==> src/hdl/ppm_p6_header_parser_defines.svh <==
// Assertion macros for the P6 header parser.
// No dependencies; included by the files that carry concurrent assertions.
`ifndef PPM_P6_HEADER_PARSER_DEFINES_SVH
`define PPM_P6_HEADER_PARSER_DEFINES_SVH
`ifndef SYNTHESIS
// Check a consequence in the same cycle as its cause
`define PPM_ASSERT_NOW(label, clk, rst_n, ante, cons) \
    label: assert property (@(posedge clk) disable iff (!rst_n) (ante) |-> (cons)) \
        else $error("ppm_p6 same-cycle check failed");
// Check a consequence in the cycle after its cause
`define PPM_ASSERT_NEXT(label, clk, rst_n, ante, cons) \
    label: assert property (@(posedge clk) disable iff (!rst_n) (ante) |=> (cons)) \
        else $error("ppm_p6 next-cycle check failed");
`else
`define PPM_ASSERT_NOW(label, clk, rst_n, ante, cons)
`define PPM_ASSERT_NEXT(label, clk, rst_n, ante, cons)
`endif
`endif

==> src/hdl/ppm_p6_pkg.sv <==
// Shared types and constants of the P6 header parser.
// No dependencies; imported by every module of the block.
package ppm_p6_pkg;

    // Default sizes
    localparam int DIM_BITS_DEF     = 16;
    localparam int DIM_CHARS_DEF    = 10;
    localparam int MAXVAL_CHARS_DEF = 4;
    localparam int QUEUE_DEPTH      = 2;
    localparam int MAXVAL_LIMIT     = 255;

    // Character codes
    localparam logic [7:0] CH_P   = 8'h50;
    localparam logic [7:0] CH_6   = 8'h36;
    localparam logic [7:0] CH_SP  = 8'h20;
    localparam logic [7:0] CH_LF  = 8'h0A;
    localparam logic [7:0] CH_CR  = 8'h0D;
    localparam logic [7:0] CH_TAB = 8'h09;
    localparam logic [7:0] CH_0   = 8'h30;
    localparam logic [7:0] CH_9   = 8'h39;

    typedef enum logic [1:0] {
        KIND_PIXEL  = 2'd0,
        KIND_HEADER = 2'd1,
        KIND_ERROR  = 2'd2
    } t_kind;

    typedef enum logic [2:0] {
        ERR_MAGIC        = 3'd0,
        ERR_WIDTH_LONG   = 3'd1,
        ERR_HEIGHT_LONG  = 3'd2,
        ERR_MAXVAL_LONG  = 3'd3,
        ERR_MAXVAL_RANGE = 3'd4,
        ERR_DIM_RANGE    = 3'd5
    } t_err;

    typedef enum logic [3:0] {
        PH_MAG0   = 4'd0,
        PH_MAG1   = 4'd1,
        PH_SKIP   = 4'd2,
        PH_WS_W   = 4'd3,
        PH_TOK_W  = 4'd4,
        PH_WS_H   = 4'd5,
        PH_TOK_H  = 4'd6,
        PH_WS_M   = 4'd7,
        PH_TOK_M  = 4'd8,
        PH_WS_PIX = 4'd9,
        PH_PIX    = 4'd10,
        PH_DONE   = 4'd11,
        PH_ERR    = 4'd12
    } t_phase;

    typedef struct packed {
        logic [7:0] in_byte;
        logic       first_byte;
    } t_in_item;

    typedef struct packed {
        logic [1:0]  kind;
        logic [7:0]  pixel_byte;
        logic        last_pixel;
        logic [15:0] image_width;
        logic [15:0] image_height;
        logic [7:0]  max_value;
        logic [2:0]  error_code;
    } t_out_item;

    // Classified byte as it travels from front to back
    typedef struct packed {
        logic [7:0] data;
        logic       restart;
        logic       blank;
        logic       digit;
        logic [3:0] digit_val;
    } t_cls;

endpackage

==> src/hdl/ppm_p6_front.sv <==
// Front end of the P6 header parser: accepts raw bytes and classifies them.
// Depends on ppm_p6_pkg; feeds ppm_p6_queue.
module ppm_p6_front (
    input  logic                  i_in_valid,
    input  ppm_p6_pkg::t_in_item  i_in_item,
    input  logic                  i_q_full,
    output logic                  o_in_ready,
    output logic                  o_push,
    output ppm_p6_pkg::t_cls      o_cls
);
    import ppm_p6_pkg::*;

    logic [7:0] w_b;

    // Accept while the queue has room
    assign o_in_ready = !i_q_full;
    assign o_push     = i_in_valid && !i_q_full;
    assign w_b        = i_in_item.in_byte;

    // Classify the byte: whitespace, decimal digit and its value
    always_comb begin
        o_cls.data      = w_b;
        o_cls.restart   = i_in_item.first_byte;
        o_cls.blank     = (w_b == CH_SP) || (w_b == CH_LF) || (w_b == CH_CR)
                          || (w_b == CH_TAB);
        o_cls.digit     = (w_b >= CH_0) && (w_b <= CH_9);
        o_cls.digit_val = w_b[3:0];
    end

endmodule

==> src/hdl/ppm_p6_queue.sv <==
// Short queue of classified bytes between front and back.
// Depends on ppm_p6_pkg.
module ppm_p6_queue (
    input  logic              i_clk,
    input  logic              i_rst_n,
    input  logic              i_push,
    input  ppm_p6_pkg::t_cls  i_data,
    input  logic              i_pop,
    output logic              o_full,
    output logic              o_valid,
    output ppm_p6_pkg::t_cls  o_data
);
    import ppm_p6_pkg::*;

    localparam int PTR_W = (QUEUE_DEPTH > 1) ? $clog2(QUEUE_DEPTH) : 1;
    localparam int CNT_W = $clog2(QUEUE_DEPTH + 1);

    t_cls             r_mem [QUEUE_DEPTH];
    logic [PTR_W-1:0] r_wr_ptr;
    logic [PTR_W-1:0] r_rd_ptr;
    logic [CNT_W-1:0] r_count;
    logic [PTR_W-1:0] n_wr_ptr;
    logic [PTR_W-1:0] n_rd_ptr;
    logic [CNT_W-1:0] n_count;
    logic             w_wr;
    logic             w_rd;

    assign o_full  = (r_count == CNT_W'(QUEUE_DEPTH));
    assign o_valid = (r_count != '0);
    assign o_data  = r_mem[r_rd_ptr];
    assign w_wr    = i_push && !o_full;
    assign w_rd    = i_pop && o_valid;

    // Advance pointers with wrap, track fill
    always_comb begin
        n_wr_ptr = r_wr_ptr;
        n_rd_ptr = r_rd_ptr;
        n_count  = r_count;
        if (w_wr) begin
            n_wr_ptr = (r_wr_ptr == PTR_W'(QUEUE_DEPTH - 1)) ? '0 : r_wr_ptr + 1'b1;
        end
        if (w_rd) begin
            n_rd_ptr = (r_rd_ptr == PTR_W'(QUEUE_DEPTH - 1)) ? '0 : r_rd_ptr + 1'b1;
        end
        if (w_wr && !w_rd) begin
            n_count = r_count + 1'b1;
        end else if (w_rd && !w_wr) begin
            n_count = r_count - 1'b1;
        end
    end

    always_ff @(posedge i_clk) begin
        if (!i_rst_n) begin
            r_wr_ptr <= '0;
            r_rd_ptr <= '0;
            r_count  <= '0;
        end else begin
            r_wr_ptr <= n_wr_ptr;
            r_rd_ptr <= n_rd_ptr;
            r_count  <= n_count;
        end
    end

    // Store entries
    always_ff @(posedge i_clk) begin
        if (w_wr) begin
            r_mem[r_wr_ptr] <= i_data;
        end
    end

endmodule

==> src/hdl/ppm_p6_back.sv <==
// Back end of the P6 header parser: header state machine, pixel counter and
// output register. Depends on ppm_p6_pkg; fed by ppm_p6_queue.
module ppm_p6_back #(
    parameter int DIM_BITS     = ppm_p6_pkg::DIM_BITS_DEF,
    parameter int DIM_CHARS    = ppm_p6_pkg::DIM_CHARS_DEF,
    parameter int MAXVAL_CHARS = ppm_p6_pkg::MAXVAL_CHARS_DEF
) (
    input  logic                  i_clk,
    input  logic                  i_rst_n,
    input  logic                  i_q_valid,
    input  ppm_p6_pkg::t_cls      i_cls,
    output logic                  o_pop,
    output logic                  o_out_valid,
    input  logic                  i_out_ready,
    output ppm_p6_pkg::t_out_item o_out_item
);
    import ppm_p6_pkg::*;

    localparam int VAL_W   = DIM_BITS + 1;
    localparam int EXT_W   = VAL_W + 4;
    localparam int LEN_W   = $clog2(DIM_CHARS + 1);
    localparam int AREA_W  = 2 * DIM_BITS;
    localparam int COUNT_W = AREA_W + 2;

    t_phase              r_phase, n_phase;
    logic [LEN_W-1:0]    r_len, n_len;
    logic [VAL_W-1:0]    r_val, n_val;
    logic                r_stop, n_stop;
    logic [DIM_BITS-1:0] r_width, n_width;
    logic [DIM_BITS-1:0] r_height, n_height;
    logic [AREA_W-1:0]   r_area;
    logic [COUNT_W-1:0]  r_left, n_left;
    logic                r_out_valid;
    t_out_item           r_out;

    t_phase              w_cur;
    t_phase              w_tok;
    logic                w_start;
    logic [LEN_W-1:0]    w_len;
    logic [VAL_W-1:0]    w_val;
    logic                w_stop;
    logic [EXT_W-1:0]    w_acc;
    logic [LEN_W-1:0]    w_lim;
    t_err                w_long_code;
    logic                w_fail;
    t_err                w_fail_code;
    logic                w_has_res;
    t_out_item           w_res;
    logic [DIM_BITS+15:0] w_wext;
    logic [DIM_BITS+15:0] w_hext;

    assign o_pop       = i_q_valid && (!r_out_valid || i_out_ready);
    assign o_out_valid = r_out_valid;
    assign o_out_item  = r_out;
    assign w_wext      = {16'b0, r_width};
    assign w_hext      = {16'b0, r_height};

    // Token bookkeeping shared by the three token phases
    always_comb begin
        w_cur   = i_cls.restart ? PH_MAG0 : r_phase;
        w_start = ((w_cur == PH_WS_W) || (w_cur == PH_WS_H) || (w_cur == PH_WS_M))
                  && !i_cls.blank;
        w_len   = w_start ? '0 : r_len;
        w_val   = w_start ? '0 : r_val;
        w_stop  = w_start ? 1'b0 : r_stop;
        unique case (w_cur)
            PH_WS_W, PH_TOK_W: w_tok = PH_TOK_W;
            PH_WS_H, PH_TOK_H: w_tok = PH_TOK_H;
            default:           w_tok = PH_TOK_M;
        endcase
        if (w_tok == PH_TOK_M) begin
            w_lim       = LEN_W'(MAXVAL_CHARS);
            w_long_code = ERR_MAXVAL_LONG;
        end else if (w_tok == PH_TOK_H) begin
            w_lim       = LEN_W'(DIM_CHARS);
            w_long_code = ERR_HEIGHT_LONG;
        end else begin
            w_lim       = LEN_W'(DIM_CHARS);
            w_long_code = ERR_WIDTH_LONG;
        end
        // value*10 + digit, saturated at 2^DIM_BITS
        w_acc = ({4'b0, w_val} << 3) + ({4'b0, w_val} << 1)
                + EXT_W'(i_cls.digit_val);
        if (w_acc > (EXT_W'(1) << DIM_BITS)) begin
            w_acc = EXT_W'(1) << DIM_BITS;
        end
    end

    // Next state and result of one classified byte
    always_comb begin
        n_phase     = w_cur;
        n_len       = r_len;
        n_val       = r_val;
        n_stop      = r_stop;
        n_width     = r_width;
        n_height    = r_height;
        n_left      = r_left;
        w_fail      = 1'b0;
        w_fail_code = ERR_MAGIC;
        w_has_res   = 1'b0;
        w_res       = '0;
        unique case (w_cur)
            PH_MAG0: begin
                if (i_cls.data != CH_P) begin
                    w_fail = 1'b1;
                end else begin
                    n_phase = PH_MAG1;
                end
            end
            PH_MAG1: begin
                if (i_cls.data != CH_6) begin
                    w_fail = 1'b1;
                end else begin
                    n_phase = PH_SKIP;
                end
            end
            PH_SKIP: begin
                n_phase = PH_WS_W;
            end
            PH_WS_W, PH_TOK_W, PH_WS_H, PH_TOK_H, PH_WS_M, PH_TOK_M: begin
                if (!i_cls.blank) begin
                    // add one token character
                    if (w_len >= w_lim) begin
                        w_fail      = 1'b1;
                        w_fail_code = w_long_code;
                    end else begin
                        n_phase = w_tok;
                        n_len   = w_len + 1'b1;
                        n_val   = w_val;
                        n_stop  = w_stop;
                        if (!w_stop && i_cls.digit) begin
                            n_val = w_acc[VAL_W-1:0];
                        end else begin
                            n_stop = 1'b1;
                        end
                    end
                end else if (w_cur == PH_TOK_W || w_cur == PH_TOK_H) begin
                    // close a dimension token
                    if (r_val[DIM_BITS]) begin
                        w_fail      = 1'b1;
                        w_fail_code = ERR_DIM_RANGE;
                    end else if (w_cur == PH_TOK_W) begin
                        n_width = r_val[DIM_BITS-1:0];
                        n_phase = PH_WS_H;
                    end else begin
                        n_height = r_val[DIM_BITS-1:0];
                        n_phase  = PH_WS_M;
                    end
                end else if (w_cur == PH_TOK_M) begin
                    // close maxval and report the header
                    if (r_val > VAL_W'(MAXVAL_LIMIT)) begin
                        w_fail      = 1'b1;
                        w_fail_code = ERR_MAXVAL_RANGE;
                    end else begin
                        n_left  = ({2'b0, r_area} << 1) + {2'b0, r_area};
                        n_phase = (r_area != '0) ? PH_WS_PIX : PH_DONE;
                        w_has_res          = 1'b1;
                        w_res.kind         = KIND_HEADER;
                        w_res.image_width  = w_wext[15:0];
                        w_res.image_height = w_hext[15:0];
                        w_res.max_value    = r_val[7:0];
                    end
                end
            end
            PH_WS_PIX, PH_PIX: begin
                if (w_cur == PH_PIX && r_left == '0) begin
                    n_phase = PH_DONE;
                end else if (w_cur == PH_PIX || !i_cls.blank) begin
                    // pass one pixel byte, mark the final one
                    n_left             = r_left - 1'b1;
                    n_phase            = (r_left == COUNT_W'(1)) ? PH_DONE : PH_PIX;
                    w_has_res          = 1'b1;
                    w_res.kind         = KIND_PIXEL;
                    w_res.pixel_byte   = i_cls.data;
                    w_res.last_pixel   = (r_left == COUNT_W'(1));
                end
            end
            default: begin
                n_phase = w_cur;
            end
        endcase
        if (w_fail) begin
            n_phase          = PH_ERR;
            w_has_res        = 1'b1;
            w_res            = '0;
            w_res.kind       = KIND_ERROR;
            w_res.error_code = w_fail_code;
        end
    end

    // Control registers
    always_ff @(posedge i_clk) begin
        if (!i_rst_n) begin
            r_phase     <= PH_MAG0;
            r_out_valid <= 1'b0;
        end else begin
            if (o_pop) begin
                r_phase <= n_phase;
            end
            if (o_pop && w_has_res) begin
                r_out_valid <= 1'b1;
            end else if (i_out_ready) begin
                r_out_valid <= 1'b0;
            end
        end
    end

    // Datapath registers; area is recomputed each cycle from the dimensions
    always_ff @(posedge i_clk) begin
        r_area <= r_width * r_height;
        if (o_pop) begin
            r_len    <= n_len;
            r_val    <= n_val;
            r_stop   <= n_stop;
            r_width  <= n_width;
            r_height <= n_height;
            r_left   <= n_left;
        end
        if (o_pop && w_has_res) begin
            r_out <= w_res;
        end
    end

endmodule

==> src/hdl/ppm_p6_header_parser.sv <==
// Top level of the P6 header parser: front classifier, byte queue, back end.
// Depends on ppm_p6_pkg, ppm_p6_front, ppm_p6_queue, ppm_p6_back and the defines header.
//
//  channel | valid        | ready        | payload
//  --------+--------------+--------------+--------------------------
//  input   | i_in_valid   | o_in_ready   | i_in_item  (t_in_item)
//  output  | o_out_valid  | i_out_ready  | o_out_item (t_out_item)
//
// One byte per cycle sustained while the output is taken. A byte is written to
// the queue when accepted and then stepped through the parser into the output
// register. The pixel byte count is loaded from three times width*height,
// whose product the back end keeps in a register of its own.
// Synchronous active-low reset clears control state only; no clearing pass.
// While a result waits on the output the parser holds; the two-entry queue
// takes up to two more bytes before o_in_ready drops.
`include "ppm_p6_header_parser_defines.svh"
module ppm_p6_header_parser #(
    parameter int DIM_BITS     = ppm_p6_pkg::DIM_BITS_DEF,
    parameter int DIM_CHARS    = ppm_p6_pkg::DIM_CHARS_DEF,
    parameter int MAXVAL_CHARS = ppm_p6_pkg::MAXVAL_CHARS_DEF
) (
    input  logic                  i_clk,
    input  logic                  i_rst_n,
    input  logic                  i_in_valid,
    output logic                  o_in_ready,
    input  ppm_p6_pkg::t_in_item  i_in_item,
    output logic                  o_out_valid,
    input  logic                  i_out_ready,
    output ppm_p6_pkg::t_out_item o_out_item
);
    import ppm_p6_pkg::*;

    logic w_push;
    logic w_full;
    logic w_q_valid;
    logic w_pop;
    t_cls w_cls_in;
    t_cls w_cls_out;

    // Classify incoming bytes
    ppm_p6_front u_front (
        .i_in_valid (i_in_valid),
        .i_in_item  (i_in_item),
        .i_q_full   (w_full),
        .o_in_ready (o_in_ready),
        .o_push     (w_push),
        .o_cls      (w_cls_in)
    );

    // Decouple front and back
    ppm_p6_queue u_queue (
        .i_clk   (i_clk),
        .i_rst_n (i_rst_n),
        .i_push  (w_push),
        .i_data  (w_cls_in),
        .i_pop   (w_pop),
        .o_full  (w_full),
        .o_valid (w_q_valid),
        .o_data  (w_cls_out)
    );

    // Parse header, count pixels, hold results
    ppm_p6_back #(
        .DIM_BITS     (DIM_BITS),
        .DIM_CHARS    (DIM_CHARS),
        .MAXVAL_CHARS (MAXVAL_CHARS)
    ) u_back (
        .i_clk       (i_clk),
        .i_rst_n     (i_rst_n),
        .i_q_valid   (w_q_valid),
        .i_cls       (w_cls_out),
        .o_pop       (w_pop),
        .o_out_valid (o_out_valid),
        .i_out_ready (i_out_ready),
        .o_out_item  (o_out_item)
    );

    // A stalled result blocks the parser
    `PPM_ASSERT_NOW(a_no_pop_on_stall, i_clk, i_rst_n, o_out_valid && !i_out_ready, !w_pop)
    // A taken byte is waiting in the queue on the next cycle
    `PPM_ASSERT_NEXT(a_taken_queued, i_clk, i_rst_n, i_in_valid && o_in_ready, w_q_valid)
    // Only pixel results carry the final-pixel mark
    `PPM_ASSERT_NOW(a_last_is_pixel, i_clk, i_rst_n, o_out_valid && o_out_item.last_pixel, o_out_item.kind == KIND_PIXEL)

endmodule

==> config.mk <==
export PLATFORM = sky130hd
export DESIGN_NAME = ppm_p6_header_parser
export DESIGN_NICKNAME = d
export VERILOG_FILES = /design/src/hdl/ppm_p6_pkg.sv /design/src/hdl/ppm_p6_front.sv /design/src/hdl/ppm_p6_queue.sv /design/src/hdl/ppm_p6_back.sv /design/src/hdl/ppm_p6_header_parser.sv
export VERILOG_INCLUDE_DIRS = /design/src /design/src/hdl
export SDC_FILE = /design/constraint.sdc
export NUM_CORES = 1
export LEC_CHECK = 0
export ABC_AREA = 0
export BUFFER_PORTS_ARGS = -buffer_cell sky130_fd_sc_hd__buf_2
export CORE_MARGIN = 5
export CORE_UTILIZATION = 42
export DETAILED_ROUTE_END_ITERATION = 6
export MAX_ROUTING_LAYER = met4
export PLACE_DENSITY = 0.59
export SYNTH_ARGS = -nofsm -noshare
export SYNTH_HDL_FRONTEND = slang
export SYNTH_SLANG_ARGS = --single-unit
==> constraint.sdc <==
create_clock -name i_clk -period 9.1 [get_ports i_clk]
set_clock_uncertainty 0.15 [all_clocks]
set_input_delay 1.82 -clock i_clk [delete_from_list [all_inputs] [get_ports i_clk]]
set_output_delay 1.82 -clock i_clk [all_outputs]
set_load 0.005 [all_outputs]
### After elaboration in Yosys (flattened, before gate mapping)

Memory sizes are Yosys's and may differ from the RTL's. A register that Yosys moved wholly into a read port is not among the register bits.
Index checks and enable logic that the tools add are counted.

| operators by class | value |
|---|---|
| bitwise logic cells | 8 |
| muxes and demuxes | 70 |
| add/sub/neg operators | 9 |
| equal/unequal tests | 26 |
| multipliers | 1 |
| order comparisons | 5 |
| reduce and logical (&&, ||, !) cells | 43 |

Operators by type and width:

| cell | count |
|---|---|
| 2-to-1 mux 34 bit | 6 |
| one-hot mux 34 bit (2 select lines) | 1 |
| 2-to-1 mux 4 bit | 14 |
| 2-to-1 mux 17 bit | 3 |
| adder 33 x 32 -> 34 bit | 1 |
| == test 34 x 1 -> 1 bit, second input constant | 1 |
| zero test 34 bit | 1 |
| subtractor 34 x 1 -> 34 bit, second input constant | 1 |
| multiplier 16 x 16 -> 32 bit | 1 |
| nonzero test 32 bit | 1 |
| 2-to-1 mux 1 bit | 27 |
| == test 8 x 4 -> 1 bit, second input constant | 3 |
| adder 20 x 18 -> 21 bit | 1 |
| adder 21 x 4 -> 21 bit | 1 |
| > comparator 21 x 17 -> 1 bit, second input constant | 1 |
| 2-to-1 mux 3 bit | 7 |
| == test 4 x 3 -> 1 bit, second input constant | 5 |
| one-hot mux 4 bit (5 select lines) | 1 |
| > comparator 17 x 8 -> 1 bit, second input constant | 1 |
| == test 4 bit, second input constant | 4 |
| 2-to-1 mux 2 bit | 7 |
| AND reduction 6 bit | 2 |
| OR reduction 6 bit | 2 |
| logical AND 1 bit | 11 |
| 29 further kinds | 59 |

| word-level totals | value |
|---|---|
| output and inout bits | 56 |
| register bits after elaboration | 183 |
| word-level logic and storage cells | 182 |
| memories | 1 |
| RAM bits | 30 |
| bits of input ports | 13 |

Memory list:

| name | depth | width | rd ports | clocked after Yosys merged registers in | wr ports | line | source |
|---|---|---|---|---|---|---|---|
| u_queue.r_mem | 2 | 15 | 1 | 1 | 1 | ppm_p6_queue.sv:18 | `t_cls r_mem [QUEUE_DEPTH];` |

### Depth between registers and ports, before layout

Gate-level depths: netlist of the first run.

| logic depth | value |
|---|---|
| word-level depth | 13 |
| gate-level depth with buffers | 23 |
| mapped depth without buffers | 22 |

### Hierarchy

Synthesis of the first run repeated with hierarchy kept, for this count alone.

| second synthesis, totals | value |
|---|---|
| cell total of the unflattened synthesis | 2017 |
| area total of the unflattened synthesis | 20065.5 um^2 |

By module, submodules not included:

| module | cells an instance | instances | area an instance (um^2) |
|---|---|---|---|
| ppm_p6_back | 1919 | 1 | 18564.1 |
| ppm_p6_queue | 72 | 1 | 1318.8 |
| ppm_p6_front | 26 | 1 | 182.7 |

### Worst setup path before layout of the first run

Ideal clock, no wire load.

| timing | value |
|---|---|
| path type | input port to flip-flop |
| from | input i_out_ready |
| to | register u_back.r_left[0] (enable) |
| cell stages on the path | 4 |
| path slack | 0.660 ns |
| setup time | 0.608 ns |
| required time | 8.342 ns |
| buffers on the path | 1 |
| data arrival time | 7.682 ns |
| path through | nor2b_1 -> o21bai_1 -> buf_2 -> a2111oi_0 |

| on the way | value |
|---|---|
| word-level cells in the longest chain between the ends | 3 |

RTL lines:

| item | line | source |
|---|---|---|
| from (decl) | ppm_p6_header_parser.sv:28 | `input logic i_out_ready,` |
| logical OR 1 bit | ppm_p6_back.sv:52 | `assign o_pop = i_q_valid && (!r_out_valid \|\| i_out_ready);` |
| logical AND 1 bit | ppm_p6_back.sv:52 |  |
| AND reduction 8 bit (no source line) | - |  |
| to (signal assigned) | ppm_p6_back.sv:217 | `r_left <= n_left;` |
| to (decl) | ppm_p6_back.sv:32 | `logic [COUNT_W-1:0] r_left, n_left;` |

No other way between the ends.
A chain may end at the register's enable or synchronous reset.

### Worst setup path in the final report of the first run

| timing | value |
|---|---|
| from | register u_back.r_height[8] |
| to | register u_back.r_area[31] |

| on the way | value |
|---|---|
| word-level cells in the longest chain between the ends | 1 |

RTL lines:

| item | line | source |
|---|---|---|
| from (decl) | ppm_p6_back.sv:30 | `logic [DIM_BITS-1:0] r_height, n_height;` |
| from (signal assigned) | ppm_p6_back.sv:216 | `r_height <= n_height;` |
| multiplier 16 x 16 -> 32 bit | ppm_p6_back.sv:210 | `r_area <= r_width * r_height;` |
| to (signal assigned) | ppm_p6_back.sv:210 |  |
| to (decl) | ppm_p6_back.sv:31 | `logic [AREA_W-1:0] r_area;` |

No other way between the ends.

==> impl_results.md, run 1 <==
- Status: completed
- Min Tclk post-route: around 6.7 ns
- Post-route clock period utilization: around 74%
- Full die area: about 52,000 µm²
- Share of layout cells above drive strength 1: under 10%
- Most frequent cell after synthesis: inv_1
- Detailed Route WL: 48,700 µm
- Critical Path Sink Type: register
- RSZ-0062 raised after global routing: no
- GR Util met2: 30.01%
- DRT antenna net count: 0
- Core box area: about 47,000 µm²
- Yosys warns: 0
- Final Cell Area: 21,710 µm²
- Global-route wire length before repair: 79,540 µm
- Reg clk slew, reported paths: 0.06 ns
- Yosys reg bits: 206
- VDD IR max: 0.1768 mV
- Largest net degree at the start of global routing: 53
- CTS Hold Buffers Added: 0
- Endpoints failing setup: 0
- Number of global-route vias before repair: 14,680
- Chip width: 228.1 µm
- Seq/Total Area, Yosys: between 20% and 30%
- Sequence of cells on the critical path: nand2_1, fa_1, inv_1, fa_1, fa_1, fa_1, fa_1, inv_1, fa_1, inv_1, ha_1, and4_1, and4_1, a21oi_1, nand2_1, o31ai_1, o2111ai_1, a21oi_1, xnor2_1
- Cell count after synthesis: 2,054
- Max-slew violations: 0
- Worst path max stage delay: 0.88 ns
- Asr flop ratio synth: 0%
- Total gr overflow: 0
- Synth cell count leaders: 296 x inv_1, 221 x nand2_1, 197 x fa_1
- Die Y: roughly 230 µm
- Crit path DAT: 7.00 ns
- Rel. slew slack: approximately a quarter
- Area fraction of the dominant cell type after synthesis: between 20% and 30%
- CP max-delay cell: edfxtp_1
- Via density: 5.295
- Setup CP Type: register to register
- # Post-CTS Setup Buffers: 0
- Main flop type after synthesis: edfxtp_1
- CTS tree: done
- Hold Crit Class: register to register
- Final hold vios: 0
- PortBufs: 68
- Syn_area_per_cell: 9.731 µm²
- Leak: 9.742 nW
- Max-cap violations: 0
- GR peak layer: met2
- Fmax: 149.2 MHz
- Clock sink count: 206
- Post-Layout Cell Count: about 2,700
- Post-CTS Resized: 0
- Setup TNS: 0 ns
- Synth area leaders: edfxtp_1 25%, fa_1 20%, ha_1 12%
- Met3 Use GR: slightly above 3%
- Gpl congestion: 0.8681
- Unique masters post-synth: 81
- Htree depth: 1
- Synthesized cell area: 19,990 µm²
- Most used cell, CP: fa_1
- Cell accounting for the most synthesized area: edfxtp_1
- Area growth syn-to-layout: 8.639%
- Vias: 14,380
- Longest Clk Path Bufs: 3
- Ant. Diodes: 0
- Startpoint types: register
- GRT met1 Usage: 26.83%
- Post-DP Area: 20,910 µm²
- I/O Pins: 69
- CTS root buffer: clkbuf_16
- Design Power: 0.003777 W
- Post-synth EDFFs: 164
- HPWL after DPL: 37,140 µm
- Worst-Skew Late Latency: between 0.5 and 0.6 ns
- Nets: 2,488
- Drt drc: 0
- Placed Cells: 2,675
- Iter 0 DRT Violations: 1,007
- Worst-Margin Slew: about 1.1 ns
- Syn_nets: 2,457
- Power Dens Cells: about 170 nW/µm²
- DR pass1 iterations: 5
- CTS Buf Count: 23
- GRT Total Usage: 19.05%
- Worst EP required: 9.40 ns
- WL/cell: 17.93 µm
- Crit path max fanout: 17
- Row count: 80
- Initial antenna violation count: 0
- Initial Utilization: 42.13%
- Post-layout util: 45.76%
-- cells in the final DEF (no fill, tap or decap), types with 6 or more instances in the layout --
cell type  count
buf_4          8
nand2b_1      15
and3_1        55
fa_1         197
and4_1         6
ha_1         193
nor2_1       101
o21ai_0       61
o21ai_1       16
xor2_1        41
dfxtp_1       42
or3_1          9
clkbuf_1       7
a21boi_0       6
a31o_2         6
buf_2         68
and2_1       144
nor3_1        23
nor4_1        18
mux2i_1        8
nand4_1       13
xnor2_1       48
a32o_1         7
o21bai_1      10
o21a_1        13
inv_1        296
nor2b_1        8
a21o_1        25
a211oi_1      20
nand2_1      221
nand3_1       27
clkbuf_16     24
a21oi_1       87
a31oi_1       11
edfxtp_1     164
o31ai_1        7
-- sequential cells by signal, summed over array words and instances, names as in the netlist, 2 cells and up, named ones only --
| name | count |
|---|---|
| u_back.o_out_item | 54 |
| u_back.r_height | 16 |
| u_back.r_area | 32 |
| u_back.r_val | 17 |
| u_back.r_len | 4 |
| u_back.r_left | 34 |
| u_back.r_width | 16 |
| u_queue.r_mem | 22 |
| u_queue.r_count | 2 |
| u_back.r_phase | 4 |
-- layer usage --
metal | routed length, µm | vias up
met1 | 23310 | 7055
met2 | 22110 | 329
met4 | 714 | 0
met5 | 0 | -
met3 | 2559 | 52
li1 | - | 6945
-- critical path: cells and delay by family, from the launching register on --
family	cells	cell delay [ns]
fa+ha+maj	7	3.57
compound gates	4	0.95
flops	1	0.88
simple gates	4	0.76
buf+inv	3	0.16
xor+xnor	1	0.13
-- report_power, final --
| part | internal [W] | switching [W] | total, W |
|---|---|---|---|
| logic | 0.000546 | 0.000808 | 0.00135 |
| registers | 0.00128 | 0.000139 | 0.00142 |
| clock network | 0.000610 | 0.000395 | 0.00101 |
-- stage by stage --
step	hold WS (ns)	setup WS, ns
final	0.3751	2.399
after global routing	0.3888	2.003
after CTS	0.3730	2.366
after detailed placement	0.3665	2.407
after global placement	0.3530	2.539
after floorplan	0.3096	0.6597
-- logic make-up (layout without fill, tap and decap cells) --
family	after synthesis	count (layout)	synth area share [%]
simple gates	678	678	17.60
xor+xnor	89	89	3.900
flops	206	206	28.85
mux	16	16	0.9390
buf+inv	366	413	7.024
fa+ha+maj	390	390	31.81
compound gates	309	309	9.879
-- layout make-up --
class / count / area [µm²]
clock inverters: 9 / 163.9
repair buffers: 76 / 400.4
well taps: 615 / 769.5
clock buffers: 32 / 640.6
fillers: 4569 / 25730
inverters: 296 / 1111
multi-input cells: 1482 / 12860
flip-flops and latches: 206 / 5766
-- path summary, 6_finish.rpt --
kind	cells past startpoint	startpoint	endpoint	slack (ns)
min	2	u_queue.r_count[1]	u_queue.r_count[1]	0.38
max reg2reg	19	u_back.r_height[8]	u_back.r_area[31]	2.40
max	19	u_back.r_height[8]	u_back.r_area[31]	2.40
min reg2reg	2	u_queue.r_count[1]	u_queue.r_count[1]	0.38
Note: power is estimated with default switching activity, not from simulation.
==> run 2: changes to the inputs <==
- ABC_AREA: 0 -> 1
- clock period: 9.1 -> 6.34 ns (I/O delays scaled with it)
==> run 2 against run 1 <==
  * Routed wire length increased by 14%
  * Combinational power increased by 100%
  * Non-clock buffer count increased by 76
  * Worst hold slack got worse by 0.059 ns
  * Global-route usage increased by 1.6 points
  * Utilization increased by 1.5 points
  * First-iteration DRC count increased by 20%
  * Synthesized cell count increased by 31%
  * Worst setup slack got worse by 2.1 ns
  * Sequential share of layout area decreased by 2.3 points
  * Critical path depth increased by 4
  * Critical path type unchanged
  * Critical endpoint is now u_back.r_area[26]
  * Largest cell class unchanged
  * Highest routed layer unchanged
==> impl_results.md, run 2 <==
- Initial antenna violation count: 0
- HPWL after DPL: 44,130 µm
- Global-route wire length before repair: 91,800 µm
- Leading cell type in the layout, fill and taps excluded: nand2_1
- Nets: 3,194
- Vias: 17,440
- Cell accounting for the most synthesized area: edfxtp_1
- Worst r2r src: u_back.r_height[6]
- I/O Pins: 69
- Final hold vios: 0
- Via density: 5.008
- Cell count after synthesis: 2,693
- Rel. slew slack: 32.19%
- Area fraction of the dominant cell type after synthesis: 23.16%
- Reg clk slew, reported paths: around 0.06 ns
- Gpl congestion: 0.9346
- Hold Startpoint: u_queue.r_rd_ptr
- Yosys warns: 0
- Min Tclk post-route: 6.025 ns
- Critical Path Sink Type: register
- Design Power: 0.006431 W
- Asr flop ratio synth: 0%
- Max reg flops: 54
- Most frequent cells in the layout: 650 x nand2_1, 595 x inv_1, 247 x nor2_1
- Max-cap violations: 0
- Worst-Margin Slew: 1.013 ns
- CTS Buf Count: 26
- Htree depth: 1
- Synth cell count leaders: 650 x nand2_1, 596 x inv_1, 247 x nor2_1
- Post-layout util: 47.30%
- Endpoints failing setup: 0
- Share of layout cells above drive strength 1: 8.751%
- Longest Clk Path Bufs: 3
- CTS tree: done
- Full die area: 55,230 µm²
- Die Y: 235.0 µm
- Drt drc: 0
- Setup TNS: 0 ns
- Fmax: 166.0 MHz
- Worst Path Buf+Inv: 6
- Crit path DAT: approximately 6.3 ns
- Number of global-route vias before repair: 17,660
- Synthesized cell area: around 21,000 µm²
- Core box area: 50,170 µm²
- Post-DP Area: 22,410 µm²
- Top sig layer: met4
- WL/cell: 16.01 µm
- Final Cell Area: 23,730 µm²
- WL met2: about 27,000 µm
- DR pass1 iterations: 6
- CTS root buffer: clkbuf_16
- Initial Utilization: a little over two fifths
- Metal-1 WL: between 20,000 and 25,000 µm
- Seq/Total Area, Yosys: 27.11%
- Sequence of cells on the critical path: buf_4, nand2_1, inv_1, fa_1, inv_1, fa_1, inv_1, fa_1, fa_1, fa_1, inv_1, fa_1, inv_1, ha_1, a21oi_1, o21ai_0, a21oi_1, nand3_1, a21o_1, nand2_1, nand3_1, nand2_1, nand2_1
- Worst EP required: 6.62 ns
- DRT antenna net count: 0
- Startpoint types: register
- Iter 0 DRT Violations: 1,212
- Syn_nets: 3,096
- Largest net degree at the start of global routing: 55
- Main flop type after synthesis: edfxtp_1
- Post-synth EDFFs: roughly 160
- Hold Crit Class: register to register
- Leak: roughly 13 nW
- Setup CP Type: register to register
- Top Family by Delay on Critical Path: adder cells
- PortBufs: 68
- Area growth syn-to-layout: 11.58%
- Row count: 82
- CTS Hold Buffers Added: 0
- Max-slew violations: 0
- Power Dens Cells: 271.0 nW/µm²
- GRT Total Usage: 20.68%
- Post-route clock period utilization: 95.03%
- VDD IR max: 0.2118 mV
- CP startpoint: u_back.r_height[6]
- Yosys reg bits: between 200 and 250
- Synth area leaders: edfxtp_1 23%, fa_1 19%, nand2_1 11%
- Worst path max stage delay: 0.54 ns
- Syn_area_per_cell: 7.897 µm²
- Crit path max fanout: 8
- Clock sink count: a little over 200
- Most frequent cell after synthesis: nand2_1
- Unique masters post-synth: 56
- CP max-delay cell: fa_1
- RSZ-0062 raised after global routing: no
- Total gr overflow: 0
- Status: completed
- Most used cell, CP: fa_1
- Detailed Route WL: roughly 56,000 µm
- Worst-Skew Late Latency: 0.56 ns
- Wire length on met3: around 2600 µm
- Ant. Diodes: 0
- Chip width: 235.0 µm
[run 2: worst reg2reg max path: cells and delay by family, from the launching register on]
kind                     cells  cell delay [ns]
adder cells (fa/ha/maj)      7             3.46
AO/OA/AOI/OAI                4             0.77
flip-flops                   1             0.53
AND/OR/NAND/NOR              6             0.50
buffers and inverters        6             0.49
[run 2: kinds of logic (layout without fill, tap and decap cells)]
kind of cell | Yosys count | count (layout) | synth area share (%)
fa+ha+maj | 390 | 390 | 29.90
compound gates | 254 | 254 | 6.731
buf+inv | 686 | 804 | 12.27
simple gates | 1094 | 1094 | 21.39
mux | 1 | 1 | 0.04707
flops | 206 | 206 | 27.11
xor+xnor | 62 | 62 | 2.553
[run 2: what timing repair did]
action / CTS / global route
endpoints found under the setup margin: 0 / 7
buffers inserted: 0 / 46
gates resized for setup: 0 / 2
[run 2: final cells by class]
type	count	area, µm²
clock inverters	21	280.3
multi-input cells	1801	12920
clock buffers	27	654.4
inverters	604	2267
fillers	4914	26440
well taps	672	840.8
flip-flops and latches	206	5766
repair buffers	152	996.0
[run 2: final timing paths]
kind	end	slack, ns	depth (start not counted)
hold / removal	u_queue.r_rd_ptr	0.32	1
setup / recovery	u_back.r_area[26]	0.32	23
setup reg to reg	u_back.r_area[26]	0.32	23
hold reg to reg	u_queue.r_rd_ptr	0.32	1
[run 2: where the power goes]
| group | total [W] | leakage (nW) | internal (W) | switching [W] |
|---|---|---|---|---|
| clock | 0.00161 | 0.463 | 0.00100 | 0.000611 |
| sequential | 0.00211 | 1.88 | 0.00193 | 0.000180 |
| combinational | 0.00271 | 10.2 | 0.000915 | 0.00179 |
[run 2: per-layer routing]
layer	vias to the layer above	global-route usage, %
met5	-	-
met4	0	4.105
met1	8412	27.39
met2	479	35.47
li1	8490	-
met3	61	1.442
[run 2: stage by stage]
step                setup WS [ns]  hold WS (ns)  instances
finish                     0.3151        0.3163       3483
global placement           0.3041        0.2863       3389
floorplan                  0.5289        0.2755       2693
CTS                       0.06510        0.3112       3437
detailed placement         0.1031        0.3014       3389
global route             0.001602        0.3313       3483
==> run 3: changes to the inputs <==
- ABC_AREA: 1 -> unset
==> run 3 against run 2 <==
  * Routed wire length shrank 12%
  * Sequential cell count is the same
  * Highest routed layer unchanged
  * Worst setup slack lost 0.071 ns
  * Sequential power shrank 7%
  * Power shrank 16%
  * First-iteration DRC count shrank 36%
  * Sequential share of layout area grew 1.3 points
  * Worst hold slack gained 0.057 ns
  * Utilization grew 0.10 points
  * Critical path type unchanged
==> impl_results.md, run 3 (synthesized netlist as in run 1, its figures left out) <==
- Worst EP required: 6.66 ns
- Switching Share: 35.86%
- Nets: 2,583
- CP max-delay cell: fa_1
- Crit path DAT: about 6.4 ns
- Initial Utilization: 42.13%
- Fmax: 164.0 MHz
- Net Sw Power: 0.001930 W
- Endpoints failing setup: 0
- Gpl congestion: 0.9184
- Worst-Margin Slew: 1.113 ns
- CP startpoint: u_back.r_width[4]
- Worst setup path end: u_back.r_area[31]
- Chip width: roughly 230 µm
- Total gr overflow: 0
- Final WS setup: 0.2440 ns
- Leak: between 10 and 15 nW
- Htree depth: 1
- Hold Startpoint: u_queue.r_count[1]
- Max-cap violations: 0
- Vias: between 10,000 and 15,000
- Startpoint types: register
- WL/cell: 17.47 µm
- Reg clk slew, reported paths: roughly 0.060 ns
- VDD IR max: between 0.2 and 0.25 mV
- Dpl ws: -0.05316 ns
- Worst R2R Setup Slack: 0.24 ns
- Global-route wire length before repair: about 80,000 µm
- Area growth syn-to-layout: 12.51%
- Clock group share of total power: 25.7%
- Critical Path Sink Type: register
- Setup CP Type: register to register
- Worst r2r src: u_back.r_width[4]
- I/O Pins: 69
- PortBufs: 68
- Min Tclk post-route: 6.096 ns
- Max reg flops: 54
- Via density: 5.253
- HPWL after DPL: 38,630 µm
- Combinational power share: roughly 38%
- Max-slew violations: 0
- Post-route clock period utilization: 96.15%
- Share of layout cells above drive strength 1: a little under an eighth
- CTS Hold Buffers Added: 0
- Worst-Skew Late Latency: roughly 0.54 ns
- Worst reg2reg endpoint: u_back.r_area[31]
- Leading cell type in the layout, fill and taps excluded: inv_1
- Largest net degree at the start of global routing: 56
- Top Family by Delay on Critical Path: adder cells
- Worst Path Buf+Inv: 3
- DR pass1 iterations: 5
- Iter 0 DRT Violations: 770
- Drt drc: 0
- Crit path max fanout: 5
- CTS tree: done
- FF-to-FF path depth: 19
- Sequence of cells on the critical path: buf_4, and2_1, fa_1, fa_1, fa_1, fa_1, fa_1, inv_1, fa_1, inv_1, ha_1, and4_1, and4_1, a21oi_1, nand2_2, o31ai_4, o2111ai_1, a21oi_1, xnor2_1
- Initial antenna violation count: 0
- Most frequent cells in the layout: 296 x inv_1, 220 x nand2_1, 197 x fa_1
- Setup TNS: 0 ns
- Rel. slew slack: between 20% and 30%
- Row count: 80
- Final hold vios: 0
- Detailed Route WL: a little under 50,000 µm
- DRT antenna net count: 0
- GRT Total Usage: roughly a fifth
- Design Power: 0.005381 W
- Status: completed
- Number of global-route vias before repair: 14,860
- Clock sink count: 206
- Full die area: 52,050 µm²
- Int Power: 0.003452 W
- Power Dens Cells: 239.3 nW/µm²
- Hold Crit Class: register to register
- Core box area: 47,450 µm²
- Ant. Diodes: 0
- Die Y: approximately 230 µm
- Flop pwr share: a little over a third
- CTS Buf Count: 25
- Worst path max stage delay: about 0.55 ns
- CTS root buffer: clkbuf_16
- Most used cell, CP: fa_1
- Longest Clk Path Bufs: 3
- Fill cell total of the finished layout: 4,551
- Levels on crit path: 19
run 3: cell count changes in the layout (fill, tap and decap cells not counted), sizes merged, moves of 55 or more:
cell and change:
nand2 -442, inv -307, nor2 -152, and2 +140, nand3 -78, and3 +55
run 3: per-layer routing:
| layer | wire length (µm) | part of all wire [%] | up-vias | GRT usage [%] |
|---|---|---|---|---|
| li1 | - | - | 7136 | - |
| met1 | 23730 | 48 | 7215 | 26.96 |
| met2 | 22410 | 46 | 363 | 29.77 |
| met3 | 2025 | 4.1 | 63 | 2.164 |
| met4 | 988 | 2.0 | 0 | 3.989 |
| met5 | 0 | 0 | - | - |
run 3: power by group through the flow:
stage | sequential [W] | clock [W] | combinational (W)
after global routing | 0.00199 | 0.00148 | 0.00227
final | 0.00196 | 0.00138 | 0.00204
after global placement | 0.00198 | 0 | 0.00200
after CTS | 0.00196 | 0.00142 | 0.00203
after detailed placement | 0.00198 | 0 | 0.00203
after floorplan | 0.00199 | 0 | 0.00143
run 3: worst min path at each step:
stage	end	depth (start not counted)
finish	u_queue.r_count[1]	2
CTS	u_queue.r_count[1]	2
detailed placement	u_queue.r_count[1]	2
global placement	u_queue.r_count[1]	2
global route	u_back.r_height[12]	0
floorplan	u_back.r_height[0]	0
run 3: per-stage QoR:
step / hold WS, ns / instance area [µm²] / util [%] / std cells
5_1_grt: 0.4119 / 22490 / 47.40 / 2813
4_1_cts: 0.3862 / 22190 / 46.77 / 2784
3_5_place_dp: 0.3817 / 21340 / 44.98 / 2733
6_report: 0.3737 / 22490 / 47.40 / 2813
3_3_place_gp: 0.3420 / 21340 / 44.98 / 2733
2_1_floorplan: 0.3096 / 19990 / - / 2054
run 3: area by class of cell:
| cell class | instances | area (µm²) | area share (%) |
|---|---|---|---|
| clock buffers | 34 | 689.4 | 3.066 |
| well taps | 615 | 769.5 | 3.422 |
| clock inverters | 11 | 106.4 | 0.4729 |
| multi-input cells | 1482 | 12930 | 57.50 |
| flip-flops and latches | 206 | 5766 | 25.64 |
| repair buffers | 169 | 1115 | 4.957 |
| inverters | 296 | 1111 | 4.941 |
run 3: repair_timing:
item,in CTS,in global routing
pin swaps,0,7
gates resized for setup,0,18
buffers inserted,6,29
endpoints found under the setup margin,2,13
hold endpoints to repair,0,0
run 3: worst register-to-register path, delay by kind of cell (launching register included):
kind | cells | cell delay, ns
compound gates | 4 | 0.78
xor+xnor | 1 | 0.13
simple gates | 4 | 0.72
fa+ha+maj | 7 | 3.48
flops | 1 | 0.49
buf+inv | 3 | 0.29
